==> config.mk <==
export PLATFORM = sky130hd
export DESIGN_NAME = random_subset_sampler_top
export DESIGN_NICKNAME = d
export VERILOG_FILES = /design/src/rtl/core/rss_pkg.sv /design/src/rtl/core/rss_ctrl.sv /design/src/rtl/core/rss_datapath.sv /design/src/rtl/core/random_subset_sampler_top.sv
export SDC_FILE = /design/constraint.sdc
export NUM_CORES = 2
export LEC_CHECK = 0
export BUFFER_PORTS_ARGS = -buffer_cell sky130_fd_sc_hd__buf_4
export CAP_MARGIN = 20
export CORE_ASPECT_RATIO = 0.9
export CORE_MARGIN = 3
export CORE_UTILIZATION = 52
export CTS_BUF_LIST = sky130_fd_sc_hd__clkbuf_2 sky130_fd_sc_hd__clkbuf_4 sky130_fd_sc_hd__clkbuf_8
export DETAILED_ROUTE_END_ITERATION = 7
export PLACE_DENSITY_LB_ADDON = 0.08
export SYNTH_ARGS = -nofsm -noshare
export SYNTH_HDL_FRONTEND = slang
export SYNTH_SLANG_ARGS = --single-unit
export TNS_END_PERCENT = 30
==> constraint.sdc <==
create_clock -name clk -period 15.52 [get_ports clk]
set_clock_uncertainty 0.2 [all_clocks]
set_input_delay 2.328 -clock clk [delete_from_list [all_inputs] [get_ports clk]]
set_output_delay 2.328 -clock clk [all_outputs]
set_load 0.005 [all_outputs]
==> src/rtl/core/rss_pkg.sv <==
// Package of the random subset sampler: sizes, register indexes, command codes
// and the command and status structs between controller and datapath. No dependencies.
`timescale 1ns / 1ps

package rss_pkg;

  localparam int POP_MAX    = 256;
  localparam int POP_LIMIT  = 256;
  localparam int ADDR_W     = $clog2(POP_MAX);
  localparam int IDX_W      = 8;
  localparam int POP_W      = 9;
  localparam int SUB_W      = 8;
  localparam int WORD_W     = 32;
  localparam int BITCNT_W   = $clog2(WORD_W);
  localparam int CFG_IDX_W  = 1;
  localparam int CFG_DATA_W = 9;

  localparam logic [CFG_IDX_W-1:0] REG_POP_SIZE    = 1'b0;
  localparam logic [CFG_IDX_W-1:0] REG_SUBSET_SIZE = 1'b1;

  localparam logic CMD_BEGIN = 1'b0;
  localparam logic CMD_DRAW  = 1'b1;

  typedef struct packed {
    logic accept;     // input item taken this cycle
    logic fill_step;  // write one store entry of the begin fill
    logic div_step;   // one restoring step of the remainder
    logic rd_j;       // read entry j, hold old entry i
    logic sw_i;       // write entry i with old entry j
    logic sw_j;       // write entry j with old entry i
    logic emit;       // move the pending result into the output register
  } rss_cmd_t;

  typedef struct packed {
    logic item_err;   // the offered item would be refused
    logic is_draw;    // the offered item is a draw
    logic fill_done;  // last store entry is being written
    logic div_done;   // last remainder step
    logic out_free;   // output register can take a result this cycle
  } rss_stat_t;

endpackage

==> src/rtl/core/rss_ctrl.sv <==
// Controller state machine of the random subset sampler.
// Depends on rss_pkg for the command and status structs.
`timescale 1ns / 1ps

module rss_ctrl (
  input  logic               clk,
  input  logic               rst_n,
  input  logic               in_valid,
  output logic               in_ready,
  input  rss_pkg::rss_stat_t stat,
  output rss_pkg::rss_cmd_t  cmd
);
  import rss_pkg::*;

  typedef enum logic [6:0] {
    ST_IDLE = 7'b0000001,
    ST_FILL = 7'b0000010,
    ST_DIV  = 7'b0000100,
    ST_RD_J = 7'b0001000,
    ST_SW_I = 7'b0010000,
    ST_SW_J = 7'b0100000,
    ST_EMIT = 7'b1000000
  } state_t;

  state_t state_r, state_nxt;

  always_ff @(posedge clk) begin
    if (!rst_n) begin
      state_r <= ST_IDLE;
    end else begin
      state_r <= state_nxt;
    end
  end

  always_comb begin
    state_nxt = state_r;
    cmd       = '0;
    in_ready  = 1'b0;
    unique case (state_r)
      ST_IDLE: begin
        in_ready   = 1'b1;
        cmd.accept = in_valid;
        if (in_valid) begin
          priority if (stat.item_err) begin
            state_nxt = ST_EMIT;
          end else if (stat.is_draw) begin
            state_nxt = ST_DIV;
          end else begin
            state_nxt = ST_FILL;
          end
        end
      end
      ST_FILL: begin
        cmd.fill_step = 1'b1;
        if (stat.fill_done) begin
          state_nxt = ST_IDLE;
        end
      end
      ST_DIV: begin
        cmd.div_step = 1'b1;
        if (stat.div_done) begin
          state_nxt = ST_RD_J;
        end
      end
      ST_RD_J: begin
        cmd.rd_j  = 1'b1;
        state_nxt = ST_SW_I;
      end
      ST_SW_I: begin
        cmd.sw_i  = 1'b1;
        state_nxt = ST_SW_J;
      end
      ST_SW_J: begin
        cmd.sw_j  = 1'b1;
        state_nxt = ST_EMIT;
      end
      ST_EMIT: begin
        if (stat.out_free) begin
          cmd.emit  = 1'b1;
          state_nxt = ST_IDLE;
        end
      end
      default: begin
        state_nxt = ST_IDLE;
      end
    endcase
  end

endmodule

==> src/rtl/core/rss_datapath.sv <==
// Datapath of the random subset sampler: configuration registers, index store,
// bit-serial remainder unit and output register. Depends on rss_pkg.
`timescale 1ns / 1ps

module rss_datapath (
  input  logic                           clk,
  input  logic                           rst_n,
  input  logic                           cfg_we,
  input  logic [rss_pkg::CFG_IDX_W-1:0]  cfg_index,
  input  logic [rss_pkg::CFG_DATA_W-1:0] cfg_wdata,
  input  logic                           in_cmd,
  input  logic [rss_pkg::IDX_W-1:0]      in_source_index,
  input  logic [rss_pkg::WORD_W-1:0]     in_random_word,
  input  rss_pkg::rss_cmd_t              cmd,
  output rss_pkg::rss_stat_t             stat,
  input  logic                           out_ready,
  output logic                           out_valid,
  output logic [rss_pkg::IDX_W-1:0]      out_picked_index,
  output logic                           out_last,
  output logic                           out_error
);
  import rss_pkg::*;

  // Configuration and selection state.
  logic [POP_W-1:0]    pop_size_r;
  logic [SUB_W-1:0]    subset_size_r;
  logic [SUB_W-1:0]    draw_count_r;
  logic                active_r;

  // Begin fill.
  logic [IDX_W-1:0]    src_r;
  logic [IDX_W-1:0]    fill_n_r;

  // Remainder unit.
  logic [WORD_W-1:0]   word_r;
  logic [IDX_W-1:0]    rem_r, rem_nxt;
  logic [BITCNT_W-1:0] bit_cnt_r;
  logic [POP_W-1:0]    div_r;
  logic [POP_W-1:0]    rem_sh;

  // Index store and swap.
  logic [IDX_W-1:0]    store_mem [POP_MAX];
  logic [IDX_W-1:0]    rdata_r;
  logic [IDX_W-1:0]    tmp_i_r;
  logic [ADDR_W-1:0]   raddr, waddr;
  logic [IDX_W-1:0]    wdata;
  logic                we;
  logic [IDX_W-1:0]    j_idx;
  logic [IDX_W-1:0]    fill_val;

  // Pending result and output register.
  logic [IDX_W-1:0]    res_idx_r;
  logic                res_last_r;
  logic                res_err_r;
  logic                out_valid_r;
  logic [IDX_W-1:0]    out_idx_r;
  logic                out_last_r;
  logic                out_err_r;

  logic                cfg_ok;
  logic [SUB_W-1:0]    count_inc;

  assign cfg_ok = (pop_size_r >= POP_W'(2)) && (pop_size_r <= POP_W'(POP_LIMIT)) &&
                  (int'(pop_size_r) <= POP_MAX) &&
                  ({1'b0, subset_size_r} < pop_size_r);

  assign stat.is_draw  = (in_cmd == CMD_DRAW);
  assign stat.item_err = stat.is_draw ?
                         (!cfg_ok || !active_r || (draw_count_r >= subset_size_r)) :
                         (!cfg_ok || ({1'b0, in_source_index} >= pop_size_r));
  assign stat.fill_done = ({1'b0, fill_n_r} == (pop_size_r - POP_W'(2)));
  assign stat.div_done  = (bit_cnt_r == BITCNT_W'(WORD_W - 1));
  assign stat.out_free  = !out_valid_r || out_ready;

  always_ff @(posedge clk) begin
    if (!rst_n) begin
      pop_size_r    <= POP_W'(POP_LIMIT);
      subset_size_r <= SUB_W'(3);
    end else if (cfg_we) begin
      unique case (cfg_index)
        REG_POP_SIZE:    pop_size_r    <= cfg_wdata[POP_W-1:0];
        REG_SUBSET_SIZE: subset_size_r <= cfg_wdata[SUB_W-1:0];
        default: begin
        end
      endcase
    end
  end

  assign count_inc = draw_count_r + SUB_W'(1);

  always_ff @(posedge clk) begin
    if (!rst_n) begin
      draw_count_r <= '0;
      active_r     <= 1'b0;
    end else if (cmd.accept && !stat.item_err && !stat.is_draw) begin
      draw_count_r <= '0;
      active_r     <= 1'b1;
    end else if (cmd.sw_j) begin
      draw_count_r <= count_inc;
    end
  end

  // Restoring remainder, one dividend bit per cycle, most significant first.
  assign rem_sh  = {rem_r, word_r[WORD_W-1]};
  assign rem_nxt = (rem_sh >= div_r) ? IDX_W'(rem_sh - div_r) : IDX_W'(rem_sh);

  always_ff @(posedge clk) begin
    if (cmd.accept) begin
      src_r     <= in_source_index;
      fill_n_r  <= '0;
      word_r    <= in_random_word;
      rem_r     <= '0;
      bit_cnt_r <= '0;
      div_r     <= pop_size_r - POP_W'(1) - POP_W'(draw_count_r);
    end else begin
      if (cmd.fill_step) begin
        fill_n_r <= fill_n_r + IDX_W'(1);
      end
      if (cmd.div_step) begin
        rem_r     <= rem_nxt;
        word_r    <= {word_r[WORD_W-2:0], 1'b0};
        bit_cnt_r <= bit_cnt_r + BITCNT_W'(1);
      end
    end
  end

  assign j_idx    = IDX_W'({1'b0, draw_count_r} + {1'b0, rem_r});
  assign fill_val = (fill_n_r < src_r) ? fill_n_r : IDX_W'({1'b0, fill_n_r} + 9'd1);

  // Entry i is read throughout the remainder steps; entry j when rd_j is up.
  assign raddr = cmd.rd_j ? ADDR_W'(j_idx) : ADDR_W'(draw_count_r);
  assign we    = cmd.fill_step || cmd.sw_i || cmd.sw_j;

  always_comb begin
    priority if (cmd.fill_step) begin
      waddr = ADDR_W'(fill_n_r);
      wdata = fill_val;
    end else if (cmd.sw_i) begin
      waddr = ADDR_W'(draw_count_r);
      wdata = rdata_r;
    end else begin
      waddr = ADDR_W'(j_idx);
      wdata = tmp_i_r;
    end
  end

  always_ff @(posedge clk) begin
    if (we) begin
      store_mem[waddr] <= wdata;
    end
  end

  always_ff @(posedge clk) begin
    rdata_r <= store_mem[raddr];
  end

  always_ff @(posedge clk) begin
    if (cmd.rd_j) begin
      tmp_i_r <= rdata_r;
    end
  end

  always_ff @(posedge clk) begin
    if (cmd.accept) begin
      res_idx_r  <= '0;
      res_last_r <= 1'b0;
      res_err_r  <= stat.item_err;
    end else if (cmd.sw_i) begin
      res_idx_r  <= rdata_r;
      res_last_r <= (count_inc == subset_size_r);
      res_err_r  <= 1'b0;
    end
  end

  always_ff @(posedge clk) begin
    if (!rst_n) begin
      out_valid_r <= 1'b0;
    end else if (cmd.emit) begin
      out_valid_r <= 1'b1;
    end else if (out_ready) begin
      out_valid_r <= 1'b0;
    end
  end

  always_ff @(posedge clk) begin
    if (cmd.emit) begin
      out_idx_r  <= res_idx_r;
      out_last_r <= res_last_r;
      out_err_r  <= res_err_r;
    end
  end

  assign out_valid        = out_valid_r;
  assign out_picked_index = out_idx_r;
  assign out_last         = out_last_r;
  assign out_error        = out_err_r;

endmodule

==> src/rtl/core/random_subset_sampler_top.sv <==
// Top level of the random subset sampler (partial Fisher-Yates shuffle).
// Depends on rss_pkg, rss_ctrl and rss_datapath.
`timescale 1ns / 1ps
//
//  Channel | Direction | Handshake            | Payload
//  --------+-----------+----------------------+------------------------------------
//  in      | input     | in_valid / in_ready  | cmd, source_index, random_word
//  out     | output    | out_valid / out_ready| picked_index, last, error
//  cfg     | input     | cfg_we (no wait)     | cfg_index, cfg_wdata
//
// A draw item runs from the accepting cycle through the bit-serial remainder, one
// bit per cycle, the read of entry j and the two swap writes through the
// single-write-port index store, and the load into the output register.
// A begin item fills the index store, one store entry written per cycle.
// A refused item goes straight to the result load and leaves the store unchanged.
// Reset is synchronous and active low; the index store is not cleared.
// A stall on the output only holds the block once a new result is ready to load.

module random_subset_sampler_top (
  input  logic                           clk,
  input  logic                           rst_n,
  // Configuration write port.
  input  logic                           cfg_we,
  input  logic [rss_pkg::CFG_IDX_W-1:0]  cfg_index,
  input  logic [rss_pkg::CFG_DATA_W-1:0] cfg_wdata,
  // Input channel.
  input  logic                           in_valid,
  output logic                           in_ready,
  input  logic                           in_cmd,
  input  logic [rss_pkg::IDX_W-1:0]      in_source_index,
  input  logic [rss_pkg::WORD_W-1:0]     in_random_word,
  // Result channel.
  output logic                           out_valid,
  input  logic                           out_ready,
  output logic [rss_pkg::IDX_W-1:0]      out_picked_index,
  output logic                           out_last,
  output logic                           out_error
);
  import rss_pkg::*;

  // Commands flow from the controller to the datapath, status flows back.
  rss_cmd_t  cmd;
  rss_stat_t stat;

  // The controller sequences one item at a time: it accepts in its idle state,
  // then runs the fill, or the remainder steps and the swap, or goes straight
  // to the result load when the item is refused.
  rss_ctrl u_ctrl (
    .clk      (clk),
    .rst_n    (rst_n),
    .in_valid (in_valid),
    .in_ready (in_ready),
    .stat     (stat),
    .cmd      (cmd)
  );

  // The datapath holds the registers, the index store, the remainder unit and
  // the output register, which lets the next item in while a result waits.
  rss_datapath u_dp (
    .clk              (clk),
    .rst_n            (rst_n),
    .cfg_we           (cfg_we),
    .cfg_index        (cfg_index),
    .cfg_wdata        (cfg_wdata),
    .in_cmd           (in_cmd),
    .in_source_index  (in_source_index),
    .in_random_word   (in_random_word),
    .cmd              (cmd),
    .stat             (stat),
    .out_ready        (out_ready),
    .out_valid        (out_valid),
    .out_picked_index (out_picked_index),
    .out_last         (out_last),
    .out_error        (out_error)
  );

endmodule

==> metrics.csv <==
stage;metric;value;unit
route;wl_per_cell;32.1;um
logic_synthesis;synth_seq_area_share;0.741;
critical_path;reg2reg_to;u_dp.rdata_r[6];
sta;hold_viol;0;
logic_synthesis;synth_area_leaders;edfxtp_1, mux4_2, nand2_1, nand3_1, dfxtp_1;
critical_path;crit_fanout;118;
route;drc;0;
critical_path;path_buf_inv;3;
clocking;cts.sinks;2188;
hold_path;hold_class;reg -> reg;
route;vias;52755;
die;core_area;167000;sq um
sta;fin_crit;6.68;ns
final_layout;area_growth;11.5;%
final_layout;instances_no_fill;8251;
logic_synthesis;synthesis.area;87700;sq um
route;final_antenna_net_count;0;
logic_synthesis;synth_top_family_by_area;simple AND/OR/NAND/NOR gates;
logic_synthesis;synth-xor-area-share;0.00520;
global_routing;grt_max_degree;193;
clocking;clk_pin_slew;0.06;ns
die;die_y;396;um
power_and_ir_drop;clkPwrFrac;0.395;
critical_path;start_kind;register;
sta;fmax;150;MHz
logic_synthesis;yosysTopAreaCell;edfxtp_1;
logic_synthesis;synthMuxAreaShare;0.0828;
placed_design;dpl.hpwl;161;mm
route;post_drt_via_cell_ratio;6.39;
sta;setup_viol;0;
hold_path;min_from;u_dp.res_err_r;
sta;worst_pin_slew;1.21;ns
global_routing;grt_usage;0.304;
clocking;ctsResizeCount;0;
hold_path;hold_path_depth;0;
clocking;cts_setup_buffers;0;
final_layout;fill_cells;12862;
logic_synthesis;synth.distinct_cells;86;
final_layout;final_area;97800;sq um
critical_path;r2r_cells;12;
logic_synthesis;synth_compound_area_frac;0.0531;
logic_synthesis;ys_seq_elements;2188;
logic_synthesis;synth_fa_ha_area_frac;0.00925;
critical_path;arrival;7.39;ns
power_and_ir_drop;power_switching;0.00287;W
logic_synthesis;yosysWarnings;0;
route;drt_iter0_drc;7316;
clocking;cts-buffers-inserted;362;
critical_path;worst_setup_path_end_kind;register;
global_routing;grt_pass1_vias;50592;
logic_synthesis;synthTopCellsByCount;edfxtp_1, nand2_1, nor2_1;
critical_path;crit_slowest_cell;a221oi_1;
sta;slew_headroom;0.192;
critical_path;slowest_delay;0.79;ns
logic_synthesis;synth_most_common_cell;edfxtp_1;
die;rows;142;
die;die_area;174000;sq um
power_and_ir_drop;ir_drop;0.0954;mV
critical_path;r2r_start;u_dp.draw_count_r[0];
critical_path;critical_path.most_common_cell;buf_4;
clocking;cts_buffer_depth;4;
route;wl;265;mm
logic_synthesis;synth_nets;5633;
placed_design;placed_area;90900;sq um
sta;finalMaxSlewViolations;0;
logic_synthesis;avgSynthCellArea;15.9;sq um
run;cap_violations;0;
clocking;htreeDepth;5;
logic_synthesis;synthSimpleGateAreaFrac;0.0899;
critical_path;cp.required;16.23;ns
logic_synthesis;synthFlopType;edfxtp_1;
placed_design;portBuffers;67;
power_and_ir_drop;power_density;127;nW/um^2
power_and_ir_drop;p_int;0.00959;W
global_routing;overflow;0;
sta;rsz0062_at_grt;no;
sta;timing.setup.tns;0;ns
global_routing;grt_pass1_wl;377;mm
power_and_ir_drop;power_leakage;32.4;nW
clocking;clk-insertion-delay-late;1.04;ns
logic_synthesis;synth_edf_count;2116;
hold_path;min_to;u_dp.out_error;
critical_path;path_cells;ha_1 -> fa_1 -> nand3_1 -> nand2_4 -> buf_4 -> buf_12 -> buf_4 -> mux4_2 -> a221oi_1 -> nand2_1 -> a31oi_1 -> nand3b_1;
run_status;status;completed;
final_layout;drive_gt1_frac;0.181;
route;firstDrtPassIters;6;
power_and_ir_drop;p_seq_frac;0.549;
logic_synthesis;async_reset_ff_frac;0;
final_layout;fin_nets;5879;
power_and_ir_drop;power_switching_share;0.230;
critical_path;cpLargestDelayFamily;buffers and inverters;
critical_path;r2r_setup_slack;8.84;ns
clocking;cts_tree;built;
sta;period_share;0.430;
logic_synthesis;synth_top_area_share;0.725;
logic_synthesis;syn_inst;5514;
clocking;clock-root-buffer;clkbuf_8;
die;die_w;439;um
power_and_ir_drop;combPwrFrac;0.055;
global_routing;antenna_found_initial;12;
clocking;cts_hold_buf;0;
placed_design;dp_cells;7625;
die;boundaryPins;68;
critical_path;path_class;reg -> reg;
die;start_util;0.525;
placed_design;gp_congestion;0.887;
-- worst max-delay path by stage --
| stage | endpoint | from | cells after the start |
|---|---|---|---|
| 6_report | u_dp.rdata_r[6] | u_dp.draw_count_r[0] | 12 |
| 5_1_grt | u_dp.rdata_r[3] | u_ctrl.state_r[6] | 12 |
| 4_1_cts | u_dp.rdata_r[6] | u_dp.draw_count_r[0] | 12 |
| 3_5_place_dp | u_dp.rdata_r[6] | u_dp.draw_count_r[0] | 12 |
| 3_3_place_gp | u_dp.rdata_r[6] | u_dp.draw_count_r[0] | 12 |
| 2_1_floorplan | u_dp.store_mem[0][7] | u_dp.fill_n_r[1] | 10 |
-- power groups by stage --
| stage | Clock, W | Combinational [W] | Sequential (W) |
|---|---|---|---|
| finish | 0.00493 | 0.000691 | 0.00685 |
| global placement | 0 | 0.000668 | 0.00696 |
| floorplan | 0 | 0.000366 | 0.00706 |
| detailed placement | 0 | 0.000687 | 0.00697 |
| CTS | 0.00499 | 0.000688 | 0.00684 |
| global route | 0.00527 | 0.000751 | 0.00685 |
-- kinds of logic after synthesis --
| logic type | count (synthesis) |
|---|---|
| AO/OA/AOI/OAI | 640 |
| XOR/XNOR | 52 |
| adder cells (fa/ha/maj) | 63 |
| buffers and inverters | 363 |
| flip-flops | 2188 |
| multiplexers | 375 |
| AND/OR/NAND/NOR | 1833 |
-- cells in the final DEF, fill, tap and decap left out, types with 15 or more instances in the layout --
master	synthesis	layout
inv_1	56	56
xnor2_1	30	30
clkbuf_8	0	374
nand2_1	965	963
a221oi_1	21	21
nor2_1	335	326
o211ai_1	15	15
and3_1	55	55
buf_4	20	175
mux4_2	280	280
nand4_1	67	67
a21oi_1	77	72
a32oi_1	65	65
clkinv_2	0	32
a311oi_1	30	30
mux2i_1	92	92
a21o_1	28	27
nand2b_1	16	16
a22oi_1	73	73
a22o_1	31	31
clkbuf_4	0	134
xor2_1	22	22
a21boi_0	19	18
nor3_1	27	21
o21ai_0	50	49
a31oi_1	92	90
nand3_1	300	299
a211oi_1	37	37
ha_1	60	60
edfxtp_1	2116	2116
clkinv_1	0	58
dfxtp_1	72	72
-- layout make-up --
type                            instances  area [sq um]  area share
Antenna cell                            6          15.0    0.000154
Clock buffer                          508          6150      0.0629
Timing Repair Buffer                  188          1570      0.0160
Inverter                               57           214     0.00219
Clock inverter                        109           683     0.00699
Multi-Input combinational cell       2963         21400       0.219
Tap cell                             2232          2790      0.0286
Sequential cell                      2188         65000       0.665
-- worst reg2reg max path, cell delays in order, from the launching register on --
cell,delay (ns)
dfxtp_1,0.42
ha_1,0.28
fa_1,0.57
nand3_1,0.21
nand2_4,0.75
buf_4,0.67
buf_12,0.63
buf_4,0.88
mux4_2,0.45
a221oi_1,0.79
nand2_1,0.12
a31oi_1,0.51
nand3b_1,0.13
-- state kept, by name, indices dropped and copies added, names as in the netlist, 9 cells and up --
signal / cells
u_dp.store_mem: 2048
u_dp.pop_size_r: 9
u_dp.div_r: 9
u_dp.word_r: 32
-- layer usage --
layer,GRT usage,up-vias,part of all wire
li1,-,21990,-
met1,0.446,27164,0.41
met2,0.439,3020,0.44
met3,0.0764,577,0.11
met4,0.122,4,0.043
met5,0,-,0.00011
-- per-stage QoR --
step | total power [W] | setup slack [ns] | util | hold WS (ns)
after detailed placement | 0.00765 | 8.82 | 0.544 | 0.207
after global placement | 0.00763 | 8.87 | 0.544 | 0.204
after global routing | 0.0129 | 8.57 | 0.585 | 0.224
after floorplan | 0.00743 | 1.13 | - | 0.200
after CTS | 0.0125 | 8.85 | 0.585 | 0.221
final | 0.0125 | 8.84 | 0.586 | 0.219
No activity file was read; power rests on OpenSTA's default activity.
